File: config.mk
export PLATFORM = sky130hd
export DESIGN_NAME = single_wire_debug_frame_master_top_flat
export DESIGN_NICKNAME = d
export VERILOG_FILES = /design/src/rtl/core/swdfm_pkg.sv /design/src/rtl/core/swdfm_if.sv /design/src/rtl/core/single_wire_debug_frame_master_top.sv /design/src/rtl/core/swdfm_regs.sv /design/src/flat_wrapper.sv
export SDC_FILE = /design/constraint.sdc
export NUM_CORES = 2
export LEC_CHECK = 0
export ABC_AREA = 1
export BUFFER_PORTS_ARGS = -buffer_cell sky130_fd_sc_hd__buf_4
export CAP_MARGIN = 10
export CORE_MARGIN = 5
export CORE_UTILIZATION = 35
export DETAILED_ROUTE_END_ITERATION = 8
export SYNTH_ARGS = -nofsm -noshare
export SYNTH_HDL_FRONTEND = slang
export SYNTH_HIERARCHICAL = 1
export SYNTH_SLANG_ARGS = --single-unit
File: constraint.sdc
create_clock -name clk -period 5.15 [get_ports clk]
set_input_delay 0.2575 -clock clk [delete_from_list [all_inputs] [get_ports clk]]
set_output_delay 0.2575 -clock clk [all_outputs]
set_load 0.02 [all_outputs]
File: src/rtl/core/swdfm_pkg.sv
// ----------------------------------------------------------------------------
// swdfm_pkg
// shared types and codes of the single-wire debug frame master
// ----------------------------------------------------------------------------
package swdfm_pkg;

  typedef enum logic [1:0] {
    KIND_TICK  = 2'd0,
    KIND_LOAD  = 2'd1,
    KIND_START = 2'd2,
    KIND_NONE  = 2'd3
  } kind_t;

  localparam logic [1:0] OP_RESET = 2'd0;
  localparam logic [1:0] OP_READ  = 2'd1;
  localparam logic [1:0] OP_WRITE = 2'd2;
  localparam logic [1:0] OP_BAD   = 2'd3;

  localparam logic [2:0] ST_OK      = 3'd0;
  localparam logic [2:0] ST_REFUSED = 3'd1;
  localparam logic [2:0] ST_TIMEOUT = 3'd2;
  localparam logic [2:0] ST_HEADER  = 3'd3;
  localparam logic [2:0] ST_PARITY  = 3'd4;

  localparam logic [2:0] REG_SHORT   = 3'd0;
  localparam logic [2:0] REG_PERIOD  = 3'd1;
  localparam logic [2:0] REG_SAMPLE  = 3'd2;
  localparam logic [2:0] REG_GAP     = 3'd3;
  localparam logic [2:0] REG_TIMEOUT = 3'd4;

  typedef struct packed {
    logic [1:0]  kind;
    logic        line_in;
    logic [1:0]  opcode;
    logic [23:0] target_address;
    logic [7:0]  byte_count;
    logic [7:0]  load_byte;
  } in_item_t;

  typedef struct packed {
    logic        drive_low;
    logic        busy_res;
    logic        read_valid;
    logic [7:0]  read_data;
    logic        read_last;
    logic        done_res;
    logic [2:0]  status;
  } out_item_t;

  typedef struct packed {
    logic [2:0]  index;
    logic [23:0] data;
  } cfg_item_t;

  typedef struct packed {
    logic [5:0]  short_phase;
    logic [7:0]  period;
    logic [7:0]  sample_off;
    logic [7:0]  pre_gap;
    logic [23:0] timeout;
  } timing_t;

endpackage

File: src/rtl/core/swdfm_if.sv
// ----------------------------------------------------------------------------
// swdfm_if
// valid/ready channel carrying one item of a generic payload type
// ----------------------------------------------------------------------------
interface swdfm_if #(parameter type payload_t = logic) ();
  logic     valid;
  logic     ready;
  payload_t data;
  modport source (output valid, output data, input ready);
  modport sink (input valid, input data, output ready);
endinterface

File: src/rtl/core/single_wire_debug_frame_master_top.sv
// ----------------------------------------------------------------------------
// single_wire_debug_frame_master_top
// tick-driven frame master for a single-wire open-drain debug line
// ----------------------------------------------------------------------------
// channels: in_ch carries one item per line tick, write-byte load or start;
// out_ch returns exactly one result item for every accepted input item;
// cfg_ch writes the five timing registers (index 0..4), always ready.
// each item is taken into an input register, worked through the frame
// sequencer combinationally and lands in a result register; throughput is
// one item per cycle while the receiver does not stall.
// the write buffer is a memory of WRITE_DEPTH bytes with a registered read;
// the next frame's buffer byte is fetched ahead so its data is ready when
// the frame loads.
// a stalled receiver holds the result register; the input register then
// keeps its item and in_ch.ready drops, so nothing is lost or repeated.
// reset (rst, synchronous) returns the sequencer to idle, the registers to
// their defaults, the line to released and the load pointer to zero; the
// buffer contents are not cleared.
// ----------------------------------------------------------------------------
module single_wire_debug_frame_master_top #(
  parameter int WRITE_DEPTH = 256
) (
  input  logic clk,
  input  logic rst,
  swdfm_if.sink   in_ch,
  swdfm_if.source out_ch,
  swdfm_if.sink   cfg_ch
);
  import swdfm_pkg::*;

  localparam int AW = (WRITE_DEPTH > 1) ? $clog2(WRITE_DEPTH) : 1;

  typedef enum logic [3:0] {
    PH_IDLE, PH_GAP, PH_TX, PH_ACKWAIT, PH_ACKSAMP,
    PH_RXWAIT, PH_RXSAMP, PH_RXTAIL, PH_RXACK
  } phase_t;

  timing_t timing;
  swdfm_regs u_regs (.clk(clk), .rst(rst), .cfg(cfg_ch), .timing(timing));

  // input register and result register
  logic     iv;
  in_item_t ir;
  logic     ov;
  out_item_t orr;
  logic     adv;

  assign adv         = iv && (!ov || out_ch.ready);
  assign in_ch.ready = !iv || adv;
  assign out_ch.valid = ov;
  assign out_ch.data  = orr;

  always_ff @(posedge clk) begin
    if (rst) begin
      iv <= 1'b0;
      ov <= 1'b0;
    end else begin
      if (in_ch.ready) iv <= in_ch.valid;
      if (adv) ov <= 1'b1;
      else if (out_ch.ready) ov <= 1'b0;
    end
    if (in_ch.ready && in_ch.valid) ir <= in_ch.data;
  end

  // sequencer state
  phase_t      phase;
  logic [23:0] tick_count;
  logic [3:0]  bit_index;
  logic [9:0]  shift_word;
  logic        parity_acc;
  logic [8:0]  frame_index;
  logic [1:0]  saved_opcode;
  logic [23:0] saved_address;
  logic [7:0]  saved_count;
  logic [7:0]  load_pointer;
  logic        line_prev;
  logic        drive_hold;

  phase_t      phase_next;
  logic [23:0] tick_next;
  logic [3:0]  bit_next;
  logic [9:0]  shift_next;
  logic        parity_next;
  logic [8:0]  frame_next;
  logic [7:0]  lp_next;
  logic        drive_next;
  out_item_t   res;
  logic        mem_we;

  // write buffer, read address is the frame that follows the current one
  logic [7:0]  mem [WRITE_DEPTH];
  logic [7:0]  mem_q;
  logic [AW-1:0] rd_addr;
  logic [8:0]  fetch_idx;

  always_comb begin
    fetch_idx = (phase_next == PH_IDLE) ? 9'd0 :
                ((frame_next >= 9'd5) ? frame_next - 9'd5 : 9'd0);
    rd_addr = AW'(fetch_idx % 9'(WRITE_DEPTH));
  end

  always_ff @(posedge clk) begin
    if (mem_we) mem[AW'(load_pointer)] <= ir.load_byte;
    mem_q <= mem[rd_addr];
  end

  // effective timing
  logic [7:0] per, shp, soff;
  always_comb begin
    per  = (timing.period == 8'd0) ? 8'd1 : timing.period;
    shp  = ({2'b0, timing.short_phase} > per) ? per : {2'b0, timing.short_phase};
    soff = (timing.sample_off == 8'd0) ? 8'd1 : timing.sample_off;
  end

  // combinational step
  logic [3:0]  nbits;
  logic        txb;
  logic [7:0]  low_len;
  logic [23:0] tinc;
  logic [8:0]  total;
  logic [8:0]  fv;
  logic        wend;
  logic        edge_seen;
  logic [8:0]  rxidx;

  always_comb begin
    phase_next  = phase;
    tick_next   = tick_count;
    bit_next    = bit_index;
    shift_next  = shift_word;
    parity_next = parity_acc;
    frame_next  = frame_index;
    lp_next     = load_pointer;
    drive_next  = drive_hold;
    mem_we      = 1'b0;
    res         = '0;
    nbits = 4'd0; txb = 1'b0; low_len = 8'd0; wend = 1'b0;
    tinc  = tick_count + 24'd1;
    edge_seen = line_prev && !ir.line_in;
    total = 9'd0; fv = 9'd0; rxidx = 9'd0;

    if (iv) begin
      case (ir.kind)
        KIND_TICK: begin
          drive_next = 1'b0;
          unique case (phase)
            PH_GAP: begin
              if (tick_count >= {16'd0, timing.pre_gap}) begin
                // load frame then first tx tick
                unique case (frame_index)
                  9'd0: fv = {7'd0, saved_opcode};
                  9'd1: fv = {1'b0, saved_count};
                  9'd2: fv = {1'b0, saved_address[23:16]};
                  9'd3: fv = {1'b0, saved_address[15:8]};
                  9'd4: fv = {1'b0, saved_address[7:0]};
                  default: fv = {1'b0, mem_q};
                endcase
                nbits = (frame_index == 9'd0) ? 4'd4 : 4'd9;
                txb = fv[4'(nbits - 4'd1)];
                low_len = txb ? shp : per - shp;
                drive_next = (8'd0 < low_len);
                phase_next = PH_TX;
                parity_next = 1'b0;
                shift_next = {1'b0, fv};
                if (8'd1 >= per) begin
                  parity_next = txb;
                  bit_next = 4'd1;
                  tick_next = 24'd0;
                end else begin
                  bit_next = 4'd0;
                  tick_next = 24'd1;
                end
              end else tick_next = tinc;
            end
            PH_TX: begin
              nbits = (frame_index == 9'd0) ? 4'd4 : 4'd9;
              txb = (bit_index < nbits) ? shift_word[4'(nbits - 4'd1 - bit_index)]
                                        : parity_acc;
              low_len = txb ? shp : per - shp;
              drive_next = (tick_count[7:0] < low_len);
              tick_next = tinc;
              if (tinc[7:0] >= per) begin
                if (bit_index < nbits) parity_next = parity_acc ^ txb;
                bit_next = bit_index + 4'd1;
                tick_next = 24'd0;
                if (bit_index + 4'd1 > nbits) phase_next = PH_ACKWAIT;
              end
            end
            PH_ACKWAIT, PH_RXWAIT: begin
              if (edge_seen) begin
                phase_next = (phase == PH_ACKWAIT) ? PH_ACKSAMP : PH_RXSAMP;
                tick_next = 24'd0;
              end else begin
                tick_next = tinc;
                if (tinc >= timing.timeout) begin
                  phase_next = PH_IDLE; tick_next = 24'd0; lp_next = 8'd0;
                  res.done_res = 1'b1; res.status = ST_TIMEOUT;
                end
              end
            end
            PH_ACKSAMP: begin
              tick_next = tinc;
              if (tinc >= {16'd0, soff}) begin
                tick_next = 24'd0;
                total = (saved_opcode == OP_RESET) ? 9'd1 :
                        (saved_opcode == OP_READ) ? 9'd5 : 9'd5 + {1'b0, saved_count};
                if (ir.line_in) begin
                  frame_next = frame_index + 9'd1;
                  if (frame_index + 9'd1 < total) phase_next = PH_GAP;
                  else if (saved_opcode == OP_READ && saved_count != 8'd0) begin
                    phase_next = PH_RXWAIT; bit_next = 4'd0;
                  end else begin
                    phase_next = PH_IDLE; lp_next = 8'd0;
                    res.done_res = 1'b1; res.status = ST_OK;
                  end
                end else if (frame_index == 9'd0) begin
                  phase_next = PH_IDLE; lp_next = 8'd0;
                  res.done_res = 1'b1; res.status = ST_REFUSED;
                end else phase_next = PH_GAP;
              end
            end
            PH_RXSAMP: begin
              tick_next = tinc;
              if (tinc >= {16'd0, soff}) begin
                shift_next = {shift_word[8:0], ir.line_in};
                bit_next = bit_index + 4'd1;
                if (bit_index == 4'd0 && !ir.line_in) begin
                  phase_next = PH_IDLE; tick_next = 24'd0; lp_next = 8'd0;
                  res.done_res = 1'b1; res.status = ST_HEADER;
                end else if (bit_index + 4'd1 < 4'd10) begin
                  phase_next = PH_RXWAIT; tick_next = 24'd0;
                end else begin
                  parity_next = ^{shift_word[7:0], ir.line_in};
                  phase_next = PH_RXTAIL;
                end
              end
            end
            PH_RXTAIL, PH_RXACK: begin
              tick_next = tinc;
              if (phase == PH_RXACK || tinc >= {16'd0, per}) begin
                if (phase == PH_RXTAIL) tick_next = 24'd0;
                low_len = !parity_acc ? shp : per - shp;
                drive_next = (phase == PH_RXTAIL) ? (8'd0 < low_len)
                                                  : (tick_count[7:0] < low_len);
                tick_next = (phase == PH_RXTAIL) ? 24'd1 : tinc;
                phase_next = PH_RXACK;
                if (tick_next[7:0] >= per) begin
                  if (parity_acc) begin
                    phase_next = PH_IDLE; tick_next = 24'd0; lp_next = 8'd0;
                    res.done_res = 1'b1; res.status = ST_PARITY;
                  end else begin
                    rxidx = frame_index - 9'd5;
                    res.read_valid = 1'b1;
                    res.read_data = shift_word[8:1];
                    frame_next = frame_index + 9'd1;
                    if (rxidx + 9'd1 >= {1'b0, saved_count}) begin
                      res.read_last = 1'b1;
                      phase_next = PH_IDLE; tick_next = 24'd0; lp_next = 8'd0;
                      res.done_res = 1'b1; res.status = ST_OK;
                    end else begin
                      phase_next = PH_RXWAIT; tick_next = 24'd0; bit_next = 4'd0;
                    end
                  end
                end
              end
            end
            default: phase_next = PH_IDLE;
          endcase
        end
        KIND_LOAD: begin
          if (phase == PH_IDLE) begin
            mem_we = 1'b1;
            lp_next = (load_pointer == 8'(WRITE_DEPTH - 1)) ? 8'd0
                                                            : load_pointer + 8'd1;
          end
        end
        KIND_START: begin
          if (phase == PH_IDLE) begin
            if (ir.opcode == OP_BAD) begin
              tick_next = 24'd0; lp_next = 8'd0;
              res.done_res = 1'b1; res.status = ST_REFUSED;
            end else begin
              frame_next = 9'd0; tick_next = 24'd0; phase_next = PH_GAP;
            end
          end
        end
        default: ;
      endcase
    end
    res.drive_low = drive_next;
    res.busy_res  = (phase_next != PH_IDLE);
  end

  always_ff @(posedge clk) begin
    if (rst) begin
      phase <= PH_IDLE;
      tick_count <= '0; bit_index <= '0; shift_word <= '0; parity_acc <= 1'b0;
      frame_index <= '0; saved_opcode <= '0; saved_address <= '0;
      saved_count <= '0; load_pointer <= '0; line_prev <= 1'b1;
      drive_hold <= 1'b0;
    end else if (adv) begin
      phase <= phase_next;
      tick_count <= tick_next;
      bit_index <= bit_next;
      shift_word <= shift_next;
      parity_acc <= parity_next;
      frame_index <= frame_next;
      load_pointer <= lp_next;
      drive_hold <= drive_next;
      if (ir.kind == KIND_TICK) line_prev <= ir.line_in;
      if (ir.kind == KIND_START && phase == PH_IDLE && ir.opcode != OP_BAD) begin
        saved_opcode <= ir.opcode;
        saved_address <= ir.target_address;
        saved_count <= ir.byte_count;
      end
    end
    if (adv) orr <= res;
  end
endmodule

File: src/rtl/core/swdfm_regs.sv
// ----------------------------------------------------------------------------
// swdfm_regs
// timing configuration registers
// ----------------------------------------------------------------------------
module swdfm_regs (
  input  logic                 clk,
  input  logic                 rst,
  swdfm_if.sink                cfg,
  output swdfm_pkg::timing_t   timing
);
  import swdfm_pkg::*;

  assign cfg.ready = 1'b1;

  always_ff @(posedge clk) begin
    if (rst) begin
      timing.short_phase <= 6'd2;
      timing.period      <= 8'd22;
      timing.sample_off  <= 8'd9;
      timing.pre_gap     <= 8'd20;
      timing.timeout     <= 24'd1048575;
    end else if (cfg.valid) begin
      unique case (cfg.data.index)
        REG_SHORT:   timing.short_phase <= cfg.data.data[5:0];
        REG_PERIOD:  timing.period      <= cfg.data.data[7:0];
        REG_SAMPLE:  timing.sample_off  <= cfg.data.data[7:0];
        REG_GAP:     timing.pre_gap     <= cfg.data.data[7:0];
        REG_TIMEOUT: timing.timeout     <= cfg.data.data;
        default: ;
      endcase
    end
  end
endmodule

File: src/flat_wrapper.sv
// flat-port wrapper written by rule: the top's interface ports become plain ports
module single_wire_debug_frame_master_top_flat import swdfm_pkg::*;
#(
  parameter int WRITE_DEPTH = 256
)
  (clk, rst, in_ch_valid, in_ch_data, in_ch_ready, out_ch_valid, out_ch_data, out_ch_ready, cfg_ch_valid, cfg_ch_data, cfg_ch_ready);
  swdfm_if #(.payload_t(in_item_t)) in_ch_i ();
  swdfm_if #(.payload_t(out_item_t)) out_ch_i ();
  swdfm_if #(.payload_t(cfg_item_t)) cfg_ch_i ();
  input  logic clk;
  input  logic rst;
  input wire logic [$bits(in_ch_i.valid)-1:0] in_ch_valid;
  input wire logic [$bits(in_ch_i.data)-1:0] in_ch_data;
  output wire logic [$bits(in_ch_i.ready)-1:0] in_ch_ready;
  output wire logic [$bits(out_ch_i.valid)-1:0] out_ch_valid;
  output wire logic [$bits(out_ch_i.data)-1:0] out_ch_data;
  input wire logic [$bits(out_ch_i.ready)-1:0] out_ch_ready;
  input wire logic [$bits(cfg_ch_i.valid)-1:0] cfg_ch_valid;
  input wire logic [$bits(cfg_ch_i.data)-1:0] cfg_ch_data;
  output wire logic [$bits(cfg_ch_i.ready)-1:0] cfg_ch_ready;
  assign in_ch_i.valid = in_ch_valid;
  assign in_ch_i.data = in_ch_data;
  assign in_ch_ready = in_ch_i.ready;
  assign out_ch_valid = out_ch_i.valid;
  assign out_ch_data = out_ch_i.data;
  assign out_ch_i.ready = out_ch_ready;
  assign cfg_ch_i.valid = cfg_ch_valid;
  assign cfg_ch_i.data = cfg_ch_data;
  assign cfg_ch_ready = cfg_ch_i.ready;
  single_wire_debug_frame_master_top #(.WRITE_DEPTH(WRITE_DEPTH)) u_core (.clk(clk), .rst(rst), .in_ch(in_ch_i), .out_ch(out_ch_i), .cfg_ch(cfg_ch_i));
endmodule
# Word level (Yosys, flattened, before mapping)
# Memory sizes are Yosys's and may differ from the RTL's. A register that Yosys moved wholly into a read port is not among the register bits.
# Cells that the tools add are included.
op_classes:
  n_addsub: 11
  order_cmp: 20
  eq_ne: 52
  muxes: 143
  bitwise: 6
  n_reduce_logical: 47
ops:
  columns: ["op", "n"]
  rows:
  - ["24-bit 2-to-1 mux", 12]
  - ["8-bit 2-to-1 mux", 25]
  - ["4-bit 2-to-1 mux", 42]
  - ["24-bit case mux with 6 select lines", 1]
  - ["9-bit 2-to-1 mux", 14]
  - ["24-bit by 8-bit greater-or-equal comparator with 1-bit output", 3]
  - ["24-bit case mux with 2 select lines", 1]
  - ["8-bit case mux with 5 select lines", 1]
  - ["9-bit case mux with 2 select lines", 2]
  - ["8-bit case mux with 4 select lines", 1]
  - ["10-bit 2-to-1 mux", 3]
  - ["1-bit 2-to-1 mux", 25]
  - ["24-bit by 1-bit adder with 24-bit output, second input constant", 1]
  - ["24-bit greater-or-equal comparator", 1]
  - ["2-bit by 1-bit inequality test with 1-bit output, second input constant", 12]
  - ["4-bit case mux with 6 select lines", 1]
  - ["8-bit case mux with 3 select lines", 1]
  - ["10-bit case mux with 2 select lines", 1]
  - ["4-bit case mux with 5 select lines", 1]
  - ["9-bit by 1-bit adder with 9-bit output, second input constant", 2]
  - ["9-bit by 2-bit == test with 1-bit output, second input constant", 2]
  - ["3-bit by 2-bit inequality test with 1-bit output, second input constant", 6]
  - ["18-bit AND reduction", 1]
  - ["4-bit by 3-bit == test with 1-bit output, second input constant", 4]
  - ["67 further kinds", 116]
word_totals:
  regBits: 213
  mem_bits_rw: 2048
  in_bits: 77
  elab_cells: 312
  n_memories: 1
memory_table:
  columns: ["name", "depth", "word_bits", "read_ports", "rd_ports_with_merged_regs", "write_ports", "line", "text"]
  rows:
  - ["u_core.mem", 256, 8, 1, 1, 1, "single_wire_debug_frame_master_top.sv:91", "logic [7:0] mem [WRITE_DEPTH];"]

# Longest topological paths before layout
logic_depth:
  ltp_word: 14
  mapped_depth: 45

# Modules after synthesis
# The synthesis kept the hierarchy.
modules_own_cells:
  columns: ["mod", "instances", "cells_each", "area_per_inst_um2"]
  rows:
  - ["single_wire_debug_frame_master_top", 1, 10474, 102141.7]
  - ["swdfm_regs", 1, 291, 2135.8]

# Worst setup path before layout
# No wires, ideal clock.
synth_path:
  path_kind: "reg2reg"
  start: "reg u_core.frame_index[2]"
  end: "reg u_core.drive_hold"
  t_arrival_ps: 4707
  slack_ps: 327
  path_stages_with_launch: 31
  n_path_buf: 2
  path_cell_list: "dfxtp_1 > clkinv_1 > ha_1 > inv_1 > nor3_1 > inv_1 > nor2_1 > inv_1 > clkbuf_1 > ha_1 > inv_1 > fa_1 > inv_1 > o21ai_0 > a21oi_1 > nand2_1 > o211ai_1 > o21ai_0 > inv_1 > clkbuf_1 > o21ai_0 > ha_1 > nand2_1 > o21ai_0 > nand4_1 > o2111ai_1 > o21ai_0 > o21ai_0 > o21ai_0 > o21ai_0 > inv_1"
synth_between:
  elab_chain_len: 14
  elab_cells_between_ends: 27
  cone_classes: "2 x add/sub; 3 x order compare; 4 x eq/ne; 17 x mux; 1 x reduce/logical"
synth_rtl:
  columns: ["element", "line", "text"]
  rows:
  - ["start: declaration", "single_wire_debug_frame_master_top.sv:71", "logic [8:0] frame_index;"]
  - ["start signal: assignment", "single_wire_debug_frame_master_top.sv:307", "frame_index <= frame_next;"]
  - ["parallel branches: the longest is 11 deep, another holds 8-bit less-than comparator", null, null]
  - ["1-bit case mux with 3 select lines *", "single_wire_debug_frame_master_top.sv:146", "unique case (phase)"]
  - ["1-bit 2-to-1 mux *", "single_wire_debug_frame_master_top.sv:143", "case (ir.kind)"]
  - ["1-bit 2-to-1 mux *", "single_wire_debug_frame_master_top.sv:142", "if (iv) begin"]
  - ["named net u_core.drive_next", "single_wire_debug_frame_master_top.sv:86", "logic drive_next;"]
  - ["end signal: assignment", "single_wire_debug_frame_master_top.sv:309", "drive_hold <= drive_next;"]
  - ["end: declaration", "single_wire_debug_frame_master_top.sv:77", "logic drive_hold;"]
# Mark *: on every way through the listed nets, which the timed path passes. The select of a mux whose other input is x is not followed.
# A chain may end at the register's enable or synchronous reset.

# Worst setup path in the final report
layout_path:
  start: "reg u_core.tick_count[1]"
  end: "reg u_core.mem_q[5], read port of u_core.mem"
layout_between:
  elab_chain_len: 11
  elab_cells_between_ends: 31
  cone_classes: "2 x add/sub; 7 x order compare; 20 x mux; 2 x reduce/logical"
layout_rtl:
  columns: ["element", "line", "text"]
  rows:
  - ["start: declaration", "single_wire_debug_frame_master_top.sv:67", "logic [23:0] tick_count;"]
  - ["start signal: assignment", "single_wire_debug_frame_master_top.sv:303", "tick_count <= tick_next;"]
  - ["parallel branches: the longest is 10 deep, another holds 24-bit by 1-bit adder with 24-bit output", null, null]
  - ["8-bit 2-to-1 mux *", "single_wire_debug_frame_master_top.sv:97", "fetch_idx = (phase_next == PH_IDLE) ? 9'd0 :"]
  - ["end: declaration", "single_wire_debug_frame_master_top.sv:92", "logic [7:0] mem_q;"]
# Every way passes the cells marked *.

==> out/results.ini <==
[setup_path]
cp_top_family = simple AND/OR/NAND/NOR gates
start_kind = flip-flop
crit_slowest_cell = dfxtp_4
critPathLaunch = u_core/tick_count[1]
path_buf_inv = 9
slowest_delay_ns = 0.36
crit_type = flip-flop to flip-flop
worst_setup_path_end_kind = flip-flop
r2r_start = u_core/tick_count[1]
critPathArrivalTime_ns = 6.16
crit_path_frequent_cell = nand3_1
cp_max_fo = 7
cp.required_ns = 5.95

[sta]
setup_viol = 8
rsz0062_at_grt = true
relSlewSlack = 0.249
fmax_mhz = 186
fin_skew_ns = 0.0795
slew_violations = 0
worst_slew_pin_slew_ns = 1.12
finalCritPeriodShare = 1.04
setup_ws_ns = -0.219
min_period_ns = 5.37
final_hold_viol_count = 0
whs_ns = 0.0873
fin_setup_tns_ns = -1.62

[cts]
cts_tree = yes
htreeDepth = 4
cts_made_buffers = 231
clk_latency_ns = 0.90
clock-sinks = 2269
cts_max_path_buffers = 3
root_buffer = clkbuf_16
clk_pin_slew_ns = 0.06

[placed_design]
hpwl_um = 193000
port_buffers = 94
gp_congestion = 0.911

[synthesis]
yosysMostFrequentCell = nand2_1
synth_area_mm2 = 0.104
synth_edf_count = 2109
yosys.area_share.simple = 0.225
synthFlopType = edfxtp_1
muxShareOfSynthArea = 0
ys_seq_elements = 2269
yosys_warnings = 6
yosys.area.top_type = edfxtp_1
synth-xor-area-share = 0.00344
synth_top_cells_by_count = 2801 x nand2_1, 2109 x edfxtp_1, 2000 x nand3_1, 1848 x inv_1, 521 x nor2_1
synth_top_area_frac = 0.607
synth_top_family_by_area = simple AND/OR/NAND/NOR gates
yosysSeqAreaShare = 0.638
synth-adder-area-share = 0.0153
synth_cell_types = 56
synth_nets = 11000
synth_compound_area_frac = 0.0247
avgSynthCellArea_um2 = 9.69
ys_async_sr_fraction = 0
synth_cells = 10800
synthTopCellsByArea = edfxtp_1 61%, nand2_1 10%, nand3_1 9.6%

[pwr]
p_leak_nw = 53.6
switching_power_mw = 14.8
irDropWorstVdd_v = 0.000319
combinationalPowerShare = 0.242
p_int_mw = 33.9
p_clk_frac = 0.339
power.density_mw_per_mm2 = 382
power_frac_seq = 0.419
power_switching_share = 0.304

[drt]
drtAntennaViolNets = 0
vias_per_cell = 5.00
routed_wl_um = 319000
wl_per_cell_um = 20.4
drt_iter0_drc = 8581
vias = 78200
drcViolationCount = 0
dr.pass1.iters = 6

[die]
die-area_mm2 = 0.309
ios = 96
die_h_um = 556
die_x_um = 556
core.rowCount = 200
core_area_mm2 = 0.297
start_util = 0.351

[global_routing]
grt_max_degree = 166
grt_pass1_wl_um = 471000
grt_antenna_before_repair = 10
track_usage = 0.200
grt_pass1_vias = 73600
grt_overflow = 0

[worst_hold_path]
hp-start = in_ch_data[24]
hold_path.class = input pin to flip-flop

[status]
violations = setup timing
status = finished with violations

[cells_and_area]
drive_above_1_share = 0.148
n_fill_cell = 27900
final_net_count = 11700
syn2layout_area_growth_pct = 22.5

[job]
max_cap_violations = 0

==> final timing paths <==
path | end | slack [ns] | depth (start not counted)
setup / recovery | u_core/mem_q[5] | -0.22 | 39
hold / removal | u_core/ir[24] | 0.09 | 2
setup reg to reg | u_core/mem_q[5] | -0.22 | 39
hold reg to reg | u_core/u_regs/timing[11] | 0.47 | 2
==> sequential cells by signal (all words and copies together), names as in the netlist <==
| signal | count |
|---|---|
| u_core/parity_acc | 1 |
| u_core/out_ch.data | 16 |
| u_core/tick_count | 24 |
| u_core/out_ch.valid | 1 |
| u_core/frame_index | 9 |
| u_core/bit_index | 4 |
| u_core/saved_opcode | 2 |
| u_core/drive_hold | 1 |
| u_core/mem | 2048 |
| u_core/mem_q | 8 |
| u_core/shift_word | 10 |
| u_core/phase | 4 |
| u_core/ir | 45 |
| u_core/line_prev | 1 |
| u_core/load_pointer | 8 |
| u_core/saved_address | 24 |
| u_core/saved_count | 8 |
| u_core/iv | 1 |
| u_core/u_regs/timing | 54 |
==> power groups by stage <==
stage | clock, mW | combinational [mW] | sequential [mW]
floorplan | 0 | 5.25 | 20.9
global placement | 0 | 9.74 | 20.8
detailed placement | 0 | 9.75 | 20.8
CTS | 16.8 | 11.1 | 20.4
global route | 17.6 | 12.5 | 20.4
finish | 16.5 | 11.8 | 20.4
==> layout make-up <==
class | instances | area, um^2 | share of cell area
Antenna cell | 4 | 10.0 | 0.0000783
Clock buffer | 301 | 6130 | 0.0480
Clock inverter | 124 | 1260 | 0.00989
Inverter | 1866 | 7020 | 0.0550
Multi-Input combinational cell | 6074 | 30300 | 0.237
Sequential cell | 2269 | 66600 | 0.521
Tap cell | 3939 | 4930 | 0.0386
Timing Repair Buffer | 1069 | 11500 | 0.0901
Timing Repair inverter | 1 | 7.51 | 0.0000588
==> cell families (layout without fill, tap and decap cells) <==
family / Yosys count / count (layout)
DFF: 2269 / 2269
buffers and inverters: 2422 / 3361
xor gates and xnor gates: 41 / 41
and+or+nand+nor: 5462 / 5462
adders and majority gates: 126 / 126
other: 1 / 5
AOI/OAI and AO/OA: 444 / 444
==> layer usage <==
metal  vias up  track usage  wire length, um
met5         -            0                0
met4         0       0.0666            10300
met3       548       0.0376            28100
met2      3314        0.314           145000
met1     37500        0.278           136000
li1      36800            -                -
==> cells in the final DEF (no fill, tap or decap), types with 31 or more instances in the layout <==
master         instances
nand2_1             2769
buf_16                39
clkinv_2              31
nor2_1               499
clkinv_1              58
inv_1               1833
dfxtp_1              145
dlygate4sd3_1        102
nand3_2              226
buf_6                 47
nand4_1               53
o21ai_0              144
o211ai_1              65
edfxtp_1            2109
buf_12               151
a21oi_1              143
clkbuf_16            241
nand2_2               32
nand3_1             1721
ha_1                 116
buf_4                709
clkbuf_1              62
nand3_4               57
==> stage by stage <==
step           power [mW]   util  instance area (um^2)  cells  setup slack (ns)
2_1_floorplan        26.1      -                104000  10800             0.327
3_3_place_gp         30.5  0.386                114000  15000            -0.715
3_5_place_dp         30.5  0.386                114000  15000            -0.736
4_1_cts              48.2  0.424                126000  15600            -0.108
5_1_grt              50.5  0.430                128000  15600            -0.432
6_report             48.8  0.430                128000  15600            -0.219
==> timing repair <==
action,4_1_cts,5_1_grt
cloned,26,9
endpoints found under the hold margin,139,0
hold buffers,102,0
endpoints found under the setup margin,10,10
resized for setup,310,300
pin swaps,44,129
buffers inserted,66,49
No activity file was read; power rests on OpenSTA's default activity.
